`src/eps_pkg.sv`:
```
// ----------------------------------------------------------------------------
// eps_pkg: shared types and constants for the encoder position/speed block
// Command and status codes, register indexes, divider widths and the
// control bundle between the sequencer and the shared divider.
// ----------------------------------------------------------------------------
`default_nettype none

package eps_pkg;

	typedef enum logic [1:0] {
		CMD_SAMPLE = 2'd0,
		CMD_CLEAR  = 2'd1,
		CMD_SETREF = 2'd2
	} cmd_t;

	typedef enum logic [1:0] {
		ST_OK    = 2'd0,
		ST_UNCAL = 2'd1,
		ST_RANGE = 2'd2
	} status_t;

	localparam logic [1:0] REG_POLARITY = 2'd0;
	localparam logic [1:0] REG_CPR      = 2'd1;
	localparam logic [1:0] REG_PERIOD   = 2'd2;

	localparam int CNT_W    = 16;                 // counter snapshot
	localparam int DELTA_W  = 17;
	localparam int TOTAL_W  = 64;
	localparam int RPM_W    = 32;
	localparam int CFG_W    = 24;
	localparam int OUT_DATA_W = 120;              // delta, total, rpm, padded to bytes

	// numerator = (mag * 60e6) << 17 plus den, below 2^59; divisor = 2*den
	localparam int PROD_W   = 41;
	localparam int SHIFT_W  = 17;
	localparam int NUM_W    = 59;
	localparam int DEN_W    = 49;
	localparam int ITER_W   = $clog2(NUM_W);
	localparam logic [25:0] SPEED_K = 26'd60000000;

	localparam logic [NUM_W-1:0] RPM_POS_LIM = NUM_W'(64'd2147483647);
	localparam logic [NUM_W-1:0] RPM_NEG_LIM = NUM_W'(64'd2147483648);

	typedef struct packed {
		logic busy;
		logic done;
	} div_ctl_t;

endpackage

`default_nettype wire

```
`src/eps_div.sv`:
```
// ----------------------------------------------------------------------------
// eps_div: shared restoring divider
// One quotient bit per cycle through a single subtract-and-compare unit;
// when the last bit is in, done pulses and the quotient holds.
// ----------------------------------------------------------------------------
`default_nettype none

module eps_div (
	input  logic                     clk,
	input  logic                     arst_n,
	input  logic                     start,
	input  logic [eps_pkg::NUM_W-1:0] num,
	input  logic [eps_pkg::DEN_W-1:0] den,
	output eps_pkg::div_ctl_t        ctl,
	output logic [eps_pkg::NUM_W-1:0] quo
);
	import eps_pkg::*;

	logic              busy_q;
	logic              done_q;
	logic [ITER_W-1:0] cnt_q;
	logic [DEN_W-1:0]  rem_q;
	logic [DEN_W-1:0]  den_q;
	logic [NUM_W-1:0]  quo_q;

	logic [DEN_W:0]    trial;
	logic [DEN_W+1:0]  diff;
	logic              take;

	// quo_q shifts numerator bits out of the top and quotient bits in below
	assign trial = {rem_q, quo_q[NUM_W-1]};
	assign diff  = {1'b0, trial} - {2'b00, den_q};
	assign take  = !diff[DEN_W+1];

	always_ff @(posedge clk or negedge arst_n) begin
		if (!arst_n) begin
			busy_q <= 1'b0;
			done_q <= 1'b0;
			cnt_q  <= '0;
		end else if (start && !busy_q) begin
			busy_q <= 1'b1;
			done_q <= 1'b0;
			cnt_q  <= ITER_W'(NUM_W - 1);
		end else if (busy_q) begin
			if (cnt_q == '0) begin
				busy_q <= 1'b0;
				done_q <= 1'b1;
			end else begin
				cnt_q <= cnt_q - 1'b1;
			end
		end else begin
			done_q <= 1'b0;
		end
	end

	always_ff @(posedge clk) begin
		if (start && !busy_q) begin
			rem_q <= '0;
			den_q <= den;
			quo_q <= num;
		end else if (busy_q) begin
			rem_q <= take ? diff[DEN_W-1:0] : trial[DEN_W-1:0];
			quo_q <= {quo_q[NUM_W-2:0], take};
		end
	end

	assign ctl.busy = busy_q;
	assign ctl.done = done_q;
	assign quo      = quo_q;

endmodule

`default_nettype wire

```
`src/encoder_position_speed.sv`:
```
// ----------------------------------------------------------------------------
// encoder_position_speed: encoder position tracking and speed in rpm
// Input stream: tuser = command, tdata = 16-bit counter snapshot. One
// result per input on the output stream: tdata = delta, total, rpm_q8;
// tuser = speed status. Registers 0..2 (polarity, counts/rev Q16.8,
// period in us) are written over the cfg channel, always ready.
// Clear, set-reference, unused codes and uncalibrated samples finish in
// the accept cycle: the result is valid on the next cycle. A calibrated
// sample forms the denominator, product and numerator in the S_DEN,
// S_NUM and S_ADD states, then the shared divider produces the quotient
// one bit per cycle. One item is in flight at a time: a calibrated
// sample holds the input until its result enters the output register;
// other items can follow every cycle while the receiver takes results.
// s_tready is high only when the sequencer is idle and the output
// register is empty or being taken; a stalled receiver holds the result
// and, through that, the input. Reset clears state, total, snapshot,
// reference flag, registers and the output valid.
// ----------------------------------------------------------------------------
`default_nettype none

module encoder_position_speed (
	input  logic                           clk,
	input  logic                           arst_n,
	input  logic                           s_tvalid,
	output logic                           s_tready,
	input  logic [15:0]                    s_tdata,   // counter
	input  logic [1:0]                     s_tuser,   // cmd
	output logic                           m_tvalid,
	input  logic                           m_tready,
	output logic [eps_pkg::OUT_DATA_W-1:0] m_tdata,   // delta, total, rpm_q8, zero pad
	output logic [1:0]                     m_tuser,   // speed_status
	input  logic                           cfg_valid,
	output logic                           cfg_ready,
	input  logic [1:0]                     cfg_index,
	input  logic [23:0]                    cfg_data
);
	import eps_pkg::*;

	typedef enum logic [2:0] {
		S_IDLE,
		S_DEN,
		S_NUM,
		S_ADD,
		S_DIV,
		S_FIN
	} state_t;

	state_t state_q;

	logic               pol_q;
	logic [CFG_W-1:0]   cpr_q;
	logic [CFG_W-1:0]   per_q;

	logic [CNT_W-1:0]   snap_q;
	logic               armed_q;
	logic [TOTAL_W-1:0] total_q;

	logic [DELTA_W-1:0] delta_q;
	logic               neg_q;
	logic [CNT_W-1:0]   mag_q;
	logic [2*CFG_W-1:0] den_q;
	logic [PROD_W-1:0]  prod_q;

	logic               out_free;
	logic               out_load;
	logic               in_acc;
	logic [CNT_W-1:0]   diff;
	logic [DELTA_W-1:0] d_raw;
	logic [DELTA_W-1:0] d_pol;
	logic [DELTA_W-1:0] d_smp;
	logic [DELTA_W-1:0] d_neg;
	logic [CNT_W-1:0]   mag;
	logic               uncal;
	logic [TOTAL_W-1:0] total_next;

	logic               div_start;
	logic [NUM_W-1:0]   div_num;
	div_ctl_t           div_ctl;
	logic [NUM_W-1:0]   quo;
	logic               over;
	logic [RPM_W-1:0]   rpm_mag;
	logic [RPM_W-1:0]   rpm_val;

	assign cfg_ready = 1'b1;

	always_ff @(posedge clk or negedge arst_n) begin
		if (!arst_n) begin
			pol_q <= 1'b0;
			cpr_q <= '0;
			per_q <= '0;
		end else if (cfg_valid) begin
			case (cfg_index)
				REG_POLARITY: pol_q <= cfg_data[0];
				REG_CPR:      cpr_q <= cfg_data;
				REG_PERIOD:   per_q <= cfg_data;
				default: ;
			endcase
		end
	end

	assign out_free = !m_tvalid || m_tready;
	assign s_tready = (state_q == S_IDLE) && out_free;
	assign in_acc   = s_tvalid && s_tready;

	// output register loads on an item that needs no division or at the end of a division
	assign out_load = (in_acc && !((s_tuser == CMD_SAMPLE) && !uncal))
		|| ((state_q == S_FIN) && out_free);

	// wrapped difference, sign taken from bit 15
	assign diff  = s_tdata - snap_q;
	assign d_raw = {diff[CNT_W-1], diff};
	assign d_pol = pol_q ? (~d_raw + 1'b1) : d_raw;
	assign d_smp = armed_q ? d_pol : '0;
	assign d_neg = ~d_smp + 1'b1;
	assign mag   = d_smp[DELTA_W-1] ? d_neg[CNT_W-1:0] : d_smp[CNT_W-1:0];
	assign uncal = (cpr_q == '0) || (per_q == '0);

	always_comb begin
		case (s_tuser)
			CMD_SAMPLE: total_next = total_q + {{(TOTAL_W-DELTA_W){d_smp[DELTA_W-1]}}, d_smp};
			CMD_CLEAR:  total_next = '0;
			CMD_SETREF: total_next = '0;
			default:    total_next = total_q;
		endcase
	end

	// rounded quotient: (2*mag*S + den) / (2*den)
	assign div_start = (state_q == S_ADD);
	assign div_num   = {prod_q, {SHIFT_W{1'b0}}} + NUM_W'(den_q);

	eps_div u_div (
		.clk    (clk),
		.arst_n (arst_n),
		.start  (div_start),
		.num    (div_num),
		.den    ({den_q, 1'b0}),
		.ctl    (div_ctl),
		.quo    (quo)
	);

	assign over    = neg_q ? (quo > RPM_NEG_LIM) : (quo > RPM_POS_LIM);
	assign rpm_mag = quo[RPM_W-1:0];
	assign rpm_val = neg_q ? (~rpm_mag + 1'b1) : rpm_mag;

	always_ff @(posedge clk or negedge arst_n) begin
		if (!arst_n) begin
			state_q  <= S_IDLE;
			m_tvalid <= 1'b0;
			m_tdata  <= '0;
			m_tuser  <= ST_OK;
			snap_q   <= '0;
			armed_q  <= 1'b0;
			total_q  <= '0;
		end else begin
			if (out_load) begin
				m_tvalid <= 1'b1;
			end else if (m_tready) begin
				m_tvalid <= 1'b0;
			end
			case (state_q)
				S_IDLE: begin
					if (in_acc) begin
						total_q <= total_next;
						case (s_tuser)
							CMD_SAMPLE: begin
								if (armed_q) begin
									snap_q <= s_tdata;
								end
							end
							CMD_SETREF: begin
								snap_q  <= s_tdata;
								armed_q <= 1'b1;
							end
							default: ;
						endcase
						if (s_tuser == CMD_SAMPLE && !uncal) begin
							state_q <= S_DEN;
						end else begin
							m_tdata  <= {{(OUT_DATA_W-RPM_W-TOTAL_W-DELTA_W){1'b0}},
								{RPM_W{1'b0}}, total_next,
								(s_tuser == CMD_SAMPLE) ? d_smp : {DELTA_W{1'b0}}};
							m_tuser  <= (s_tuser == CMD_SAMPLE) ? ST_UNCAL : ST_OK;
						end
					end
				end
				S_DEN: state_q <= S_NUM;
				S_NUM: state_q <= S_ADD;
				S_ADD: state_q <= S_DIV;
				S_DIV: begin
					if (div_ctl.done) begin
						state_q <= S_FIN;
					end
				end
				S_FIN: begin
					if (out_free) begin
						m_tdata  <= {{(OUT_DATA_W-RPM_W-TOTAL_W-DELTA_W){1'b0}},
							over ? {RPM_W{1'b0}} : rpm_val, total_q, delta_q};
						m_tuser  <= over ? ST_RANGE : ST_OK;
						state_q  <= S_IDLE;
					end
				end
				default: state_q <= S_IDLE;
			endcase
		end
	end

	always_ff @(posedge clk) begin
		if (in_acc) begin
			delta_q <= d_smp;
			neg_q   <= d_smp[DELTA_W-1];
			mag_q   <= mag;
		end
		if (state_q == S_DEN) begin
			den_q <= (2*CFG_W)'(cpr_q) * (2*CFG_W)'(per_q);
		end
		if (state_q == S_NUM) begin
			prod_q <= PROD_W'(mag_q) * PROD_W'(SPEED_K);
		end
	end

`ifndef ASSERT_OFF
	a_err_zero_rpm: assert property (@(posedge clk) disable iff (!arst_n)
		m_tvalid && (m_tuser != ST_OK) |-> m_tdata[112:81] == '0)
		else $error("speed error result with non-zero rpm");

	a_busy_not_ready: assert property (@(posedge clk) disable iff (!arst_n)
		div_ctl.busy |-> !s_tready)
		else $error("input ready while divider busy");

	a_status_code: assert property (@(posedge clk) disable iff (!arst_n)
		m_tvalid |-> (m_tuser == ST_OK || m_tuser == ST_UNCAL || m_tuser == ST_RANGE))
		else $error("undefined speed status");

	a_div_after_add: assert property (@(posedge clk) disable iff (!arst_n)
		state_q == S_ADD |=> div_ctl.busy)
		else $error("divider did not start");
`endif

endmodule

`default_nettype wire

```
`config.mk`:
```
export PLATFORM = sky130hd
export DESIGN_NAME = encoder_position_speed
export DESIGN_NICKNAME = d
export VERILOG_FILES = /design/src/eps_pkg.sv /design/src/eps_div.sv /design/src/encoder_position_speed.sv
export SDC_FILE = /design/constraint.sdc
export NUM_CORES = 2
export LEC_CHECK = 0
export ABC_AREA = 1
export BUFFER_PORTS_ARGS = -buffer_cell sky130_fd_sc_hd__buf_2
export CAP_MARGIN = 20
export CORE_ASPECT_RATIO = 1.25
export CORE_MARGIN = 2
export CORE_UTILIZATION = 30
export DETAILED_ROUTE_END_ITERATION = 16
export PLACE_DENSITY_LB_ADDON = 0.1
export SLEW_MARGIN = 15
export SYNTH_ARGS = -nofsm -noshare
export SYNTH_HDL_FRONTEND = slang
export SYNTH_SLANG_ARGS = --single-unit
export TNS_END_PERCENT = 20
```
`constraint.sdc`:
```
create_clock -name clk -period 9.6 [get_ports clk]
set_input_delay 1.44 -clock clk [delete_from_list [all_inputs] [get_ports clk]]
set_output_delay 1.44 -clock clk [all_outputs]
set_load 0.01 [all_outputs]
```
==> Word level (Yosys, flattened, before mapping) <==
Index checks and enable logic that the tools add are counted.
{ "op_classes": {"order_cmp": 2, "n_bitwise": 3, "add_sub_neg": 8, "multipliers": 2, "eq_ne": 17, "muxes": 39, "n_reduce_logical": 34} }
{ "op_table": {"columns": ["op", "count"], "rows": [
  ["$mux W120", 3],
  ["$pmux W120 S2", 1],
  ["$pmux W64 S2", 1],
  ["$mux W59", 2],
  ["$add A64 B64 Y64", 1],
  ["$mux W32", 2],
  ["$add A58 B48 Y59", 1],
  ["$gt A59 B31 Y1 const B", 1],
  ["$gt A59 B32 Y1 const B", 1],
  ["$mux W17", 3],
  ["$sub A50 B49 Y51", 1],
  ["$mux W49", 1],
  ["$logic_not A24 Y1", 2],
  ["$mul A24 B24 Y48", 1],
  ["$mul A16 B18 Y33 const B", 1],
  ["$add A32 B1 Y32 const B", 1],
  ["$mux W16", 2],
  ["$not A32 Y32", 1],
  ["$pmux W16 S2", 1],
  ["$mux W6", 3],
  ["$pmux W3 S6", 1],
  ["$add A17 B1 Y17 const B", 1],
  ["$not A17 Y17", 1],
  ["$add A16 B1 Y16 const B", 1],
  ["26 further kinds", 71]
]} }
{ "totals": {"regBits": 535, "in_bits": 49, "output_inout_bits": 125, "elab_cells": 126} }

==> Depth between registers and ports, before layout <==
{ "depth": {"word_depth": 10, "depth_mapped": 38, "depth_no_buf": 37} }

==> By module <==
A second synthesis with hierarchy kept.
{ "hier_totals": {"cells_unflattened": 7633, "area_unflattened_um2": 57784.2} }
{ "by_module_without_submodules": {"columns": ["module", "cells_each", "seq_area_each_um2", "area_per_inst_um2", "n_inst"], "rows": [
  ["encoder_position_speed", 5944, 9624.2, 46523.4, 1],
  ["eps_div", 1689, 4424.2, 11260.8, 1]
]} }

==> Least setup slack after synthesis <==
Ideal clock, no wire load.
{ "synth_path": {"path_type": "register to register", "start": "reg per_q[5]", "end": "reg den_q[45], data pin", "period_less_slack_ns": 6.719, "t_arrival_ns": 6.457, "slack_ns": 2.881, "path_buffers": 2, "required_ns": 9.338, "stages_incl_launch_ff": 29, "setup_time_ns": 0.262, "cell_sequence": "dfrtp_1 -> clkbuf_1 -> clkbuf_1 -> nand2_1 -> fa_1 -> inv_1 -> fa_1 -> inv_1 -> fa_1 -> inv_1 -> fa_1 -> inv_1 -> fa_1 -> inv_1 -> fa_1 -> inv_1 -> fa_1 -> inv_1 -> ha_1 -> nand2_1 -> nor2_1 -> nand2_1 -> nor2_1 -> a21oi_1 -> o21ai_0 -> a21oi_1 -> o21bai_1 -> a21oi_1 -> xor2_1"} }
{ "synth_between": {"elab_chain_cells": 1} }
{ "synth_lines": {"columns": ["item", "line", "rtl"], "rows": [
  ["from (decl)", "encoder_position_speed.sv:52", "logic [CFG_W-1:0] per_q;"],
  ["from (signal assigned)", "encoder_position_speed.sv:95", "REG_PERIOD: per_q <= cfg_data;"],
  ["$mul A24 B24 Y48", "encoder_position_speed.sv:214", "den_q <= (2*CFG_W)'(cpr_q) * (2*CFG_W)'(per_q);"],
  ["to (signal assigned)", "encoder_position_speed.sv:214", null],
  ["to (decl)", "encoder_position_speed.sv:61", "logic [2*CFG_W-1:0] den_q;"]
]} }
No other way between the ends.
A chain may end at the register's enable or synchronous reset.

==> Final worst setup path <==
{ "layout_path": {"start": "reg per_q[8]", "end": "reg den_q[45], data pin"} }
Same word-level chain as after synthesis.

==> metrics.md <==
| Metric | Value |
|---|---|
| Status | `finished clean` |
| Setup TNS | `0 ns` |
| R2R depth | `25` |
| Period utilization | `approximately 80%` |
| Crit path time final | `7.66 ns` |
| Multi-input gate area in the final layout | `~35000 µm²` |
| Sink Count | `526` |
| Worst hold path class | `register to register` |
| Sequential share of the synthesized area | `25.0%` |
| Final hold vios | `0` |
| Post-DP HPWL | `144000 µm` |
| Placer Congestion | `0.878` |
| DR iter-0 viols | `2547` |
| Via density | `4.72` |
| Wire length per cell | `~19 µm` |
| Worst R2R Start | `per_q[8]` |
| Routed Antenna Nets | `0` |
| Post-CTS setup buffers | `0` |
| Root buffer cell | `clkbuf_16` |
| Data required time at the worst endpoint | `10.02 ns` |
| Fin. max-slew vios | `0` |
| Slew HR | `30.9%` |
| CTS Buf Count | `68` |
| Setup repair after global routing missed its margin | `false` |
| Flop2flop setup slack | `between 1.5 and 2 ns` |
| Die H | `between 400 and 500 µm` |
| Fmax | `roughly 130 MHz` |
| Gr ovfl total | `0` |
| CTS tree | `built` |
| Area contributors post-synth | `fa_1, edfxtp_1, dfrtp_1` |
| Yosys reg bits | `roughly 530` |
| Top FF cell, synth | `dfrtp_1` |
| Starting Density | `30.1%` |
| Post-Syn Area | `about 56000 µm²` |
| Initial antenna violation count | `2` |
| Sequential standard cell area | `approximately 14000 µm²` |
| Commonest non-fill, non-tap cells in the layout | `nand2_1, inv_1, fa_1, o21ai_0, ha_1` |
| Layout cells sized above 1 | `6.06%` |
| Vias in the first global route | `about 48000` |
| Final Skew | `a little under 0.05 ns` |
| H-tree depth | `3` |
| WS Path Type | `register to register` |
| Post-synth cell types | `66` |
| Area leader, netlist | `fa_1` |
| Worst hold path startpoint | `den_q[2]` |
| YS warnings | `0` |
| Via count | `45700` |
| Hold endpoint | `u_div.den_q[3]` |
| DRC errors left | `0` |
| I/O pin count | `174` |
| Number of buffers added on ports | `165` |
| First-pass GRT wire length | `between 200000 and 300000 µm` |
| CP startpoint kind | `register` |
| Worst-Margin Slew | `1.04 ns` |
| DRT Wirelength | `between 150000 and 200000 µm` |
| GR Util All Layers | `19.5%` |
| Final setup viols | `0` |
| Pin count of the biggest net entering global routing | `between 150 and 200` |
| Most common cell after layout, fill and taps aside | `nand2_1` |
| Synthesized area per cell | `between 7 and 8 µm²` |
| Max capacitance violation total | `0` |
| Area Overhead vs Synth | `10.3%` |
| Final net count | `8285` |
| Post-synth ARST share | `48.9%` |
| CP Capture Type | `register` |
| Post-synth EDFFs | `220` |
| Resize count post-CTS | `0` |
| Worst r2r dst | `den_q[45]` |
| Top cell type's share of synthesized area | `between 20 and 25%` |
| Clock Path Buffers | `3` |
| Die width | `about 390 µm` |
| FP Rows | `177` |
| Hold path depth | `0` |
| Hold-fix buffers, CTS | `0` |
| WP data arrival | `8.08 ns` |
| Clk pin slew, worst setup/hold paths | `0.06 ns` |
| Die footprint | `190000 µm²` |
| Filler instances | `around 20000` |
| Post-Synthesis Cells | `7155` |
| Clk Latency, worst-skew pair | `0.69 ns` |
| Initial DRT Pass Iterations | `7` |
| Core box area | `186000 µm²` |
| Max FO, Critical Path | `18` |
==> logic make-up after synthesis <==
family	count (synthesis)	share of synthesized area (%)
flip-flops	526	25.0
AO/OA/AOI/OAI	1203	11.7
XOR/XNOR	174	2.73
AND/OR/NAND/NOR	2394	17.5
multiplexers	1	0.0201
adder cells (fa/ha/maj)	1034	30.7
other	2	0.0134
buffers and inverters	1821	12.4
==> per-stage QoR <==
stage	setup slack, ns	instances	cell area, µm²	utilization (%)	hold slack, ns
floorplan	2.88	7161	56100	-	0.427
global placement	1.68	9543	59500	32.0	0.432
detailed placement	1.93	9547	59500	32.0	0.436
CTS	1.93	9673	61800	33.2	0.449
global route	1.56	9675	61800	33.2	0.463
finish	1.94	9678	61900	33.2	0.451
==> how the worst max path moves through the flow <==
stage | cells after the start | start | slack (ns) | endpoint
global route | 25 | per_q[8] | 1.56 | den_q[45]
floorplan | 28 | per_q[5] | 2.88 | den_q[45]
CTS | 25 | cpr_q[17] | 1.93 | den_q[45]
finish | 25 | per_q[8] | 1.94 | den_q[45]
global placement | 26 | cpr_q[12] | 1.68 | den_q[45]
detailed placement | 25 | cpr_q[17] | 1.93 | den_q[45]
==> layer usage <==
metal	vias up	part of all wire, %	track usage (%)
li1	22400	-	-
met1	22300	47	26.6
met2	774	47	32.8
met3	174	3.8	2.24
met4	0	2.2	4.63
met5	-	0	0
==> final cells by class <==
| cell class | count | share of cell area [%] |
|---|---|---|
| Tap cell | 2416 | 4.89 |
| Multi-Input combinational cell | 4814 | 56.9 |
| Inverter | 1548 | 9.41 |
| Clock buffer | 86 | 3.01 |
| Clock inverter | 40 | 0.663 |
| Sequential cell | 526 | 22.7 |
| Timing Repair Buffer | 244 | 2.45 |
| Antenna cell | 4 | 0.0162 |
==> synth_stat cells (all sizes together) (2+ instances only) <==
cell type  number
o21bai         31
and2            3
o221ai          6
nor2          465
nor4           37
xnor2          52
nand3         191
a221oi          3
buf            37
conb            2
ha            465
dfrtp         257
clkinv          7
nand3b         11
o311ai          2
or2            25
edfxtp        220
o21ai         547
o21a           15
o211ai         32
o2111ai         2
a31oi          89
a21o           23
o22ai          13
o31ai           8
a21boi         11
nand4          36
nor3           49
nand2        1574
and3            3
inv          1541
xor2          122
dfxtp          49
clkbuf        236
a21oi         407
fa            569
a22oi           5
a211oi          4
==> critical path: stages (launching register included) <==
cell and delay, ns:
dfrtp_1 0.70, buf_4 0.43, nand2_1 0.09, inv_1 0.09
fa_1 0.42, fa_1 0.52, inv_1 0.05, fa_1 0.50
fa_1 0.52, inv_1 0.06, fa_1 0.48, fa_1 0.59
inv_1 0.07, fa_1 0.53, inv_1 0.05, ha_1 0.37
nand2_1 0.09, nor2_1 0.20, nand2_1 0.08, nor2_1 0.10
a21oi_1 0.11, o21ai_0 0.48, a21oi_1 0.22, o21bai_1 0.32
a21oi_1 0.14, xor2_1 0.16
==> flip-flops by register name (all words and copies together), names as in the netlist <==
signal	cells
m_tdata	113
total_q	64
u_div.quo	59
u_div.rem_q	49
den_q	48
u_div.den_q	48
prod_q	33
cpr_q	24
per_q	24
delta_q	17
snap_q	16
mag_q	15
u_div.cnt_q	6
state_q	3
m_tuser	2
armed_q	1
m_tvalid	1
pol_q	1
u_div.busy_q	1
u_div.done_q	1
Power is left out: the tool's default activity adds up to more than one toggle a clock period on the data nets, which glitch-free logic cannot reach.
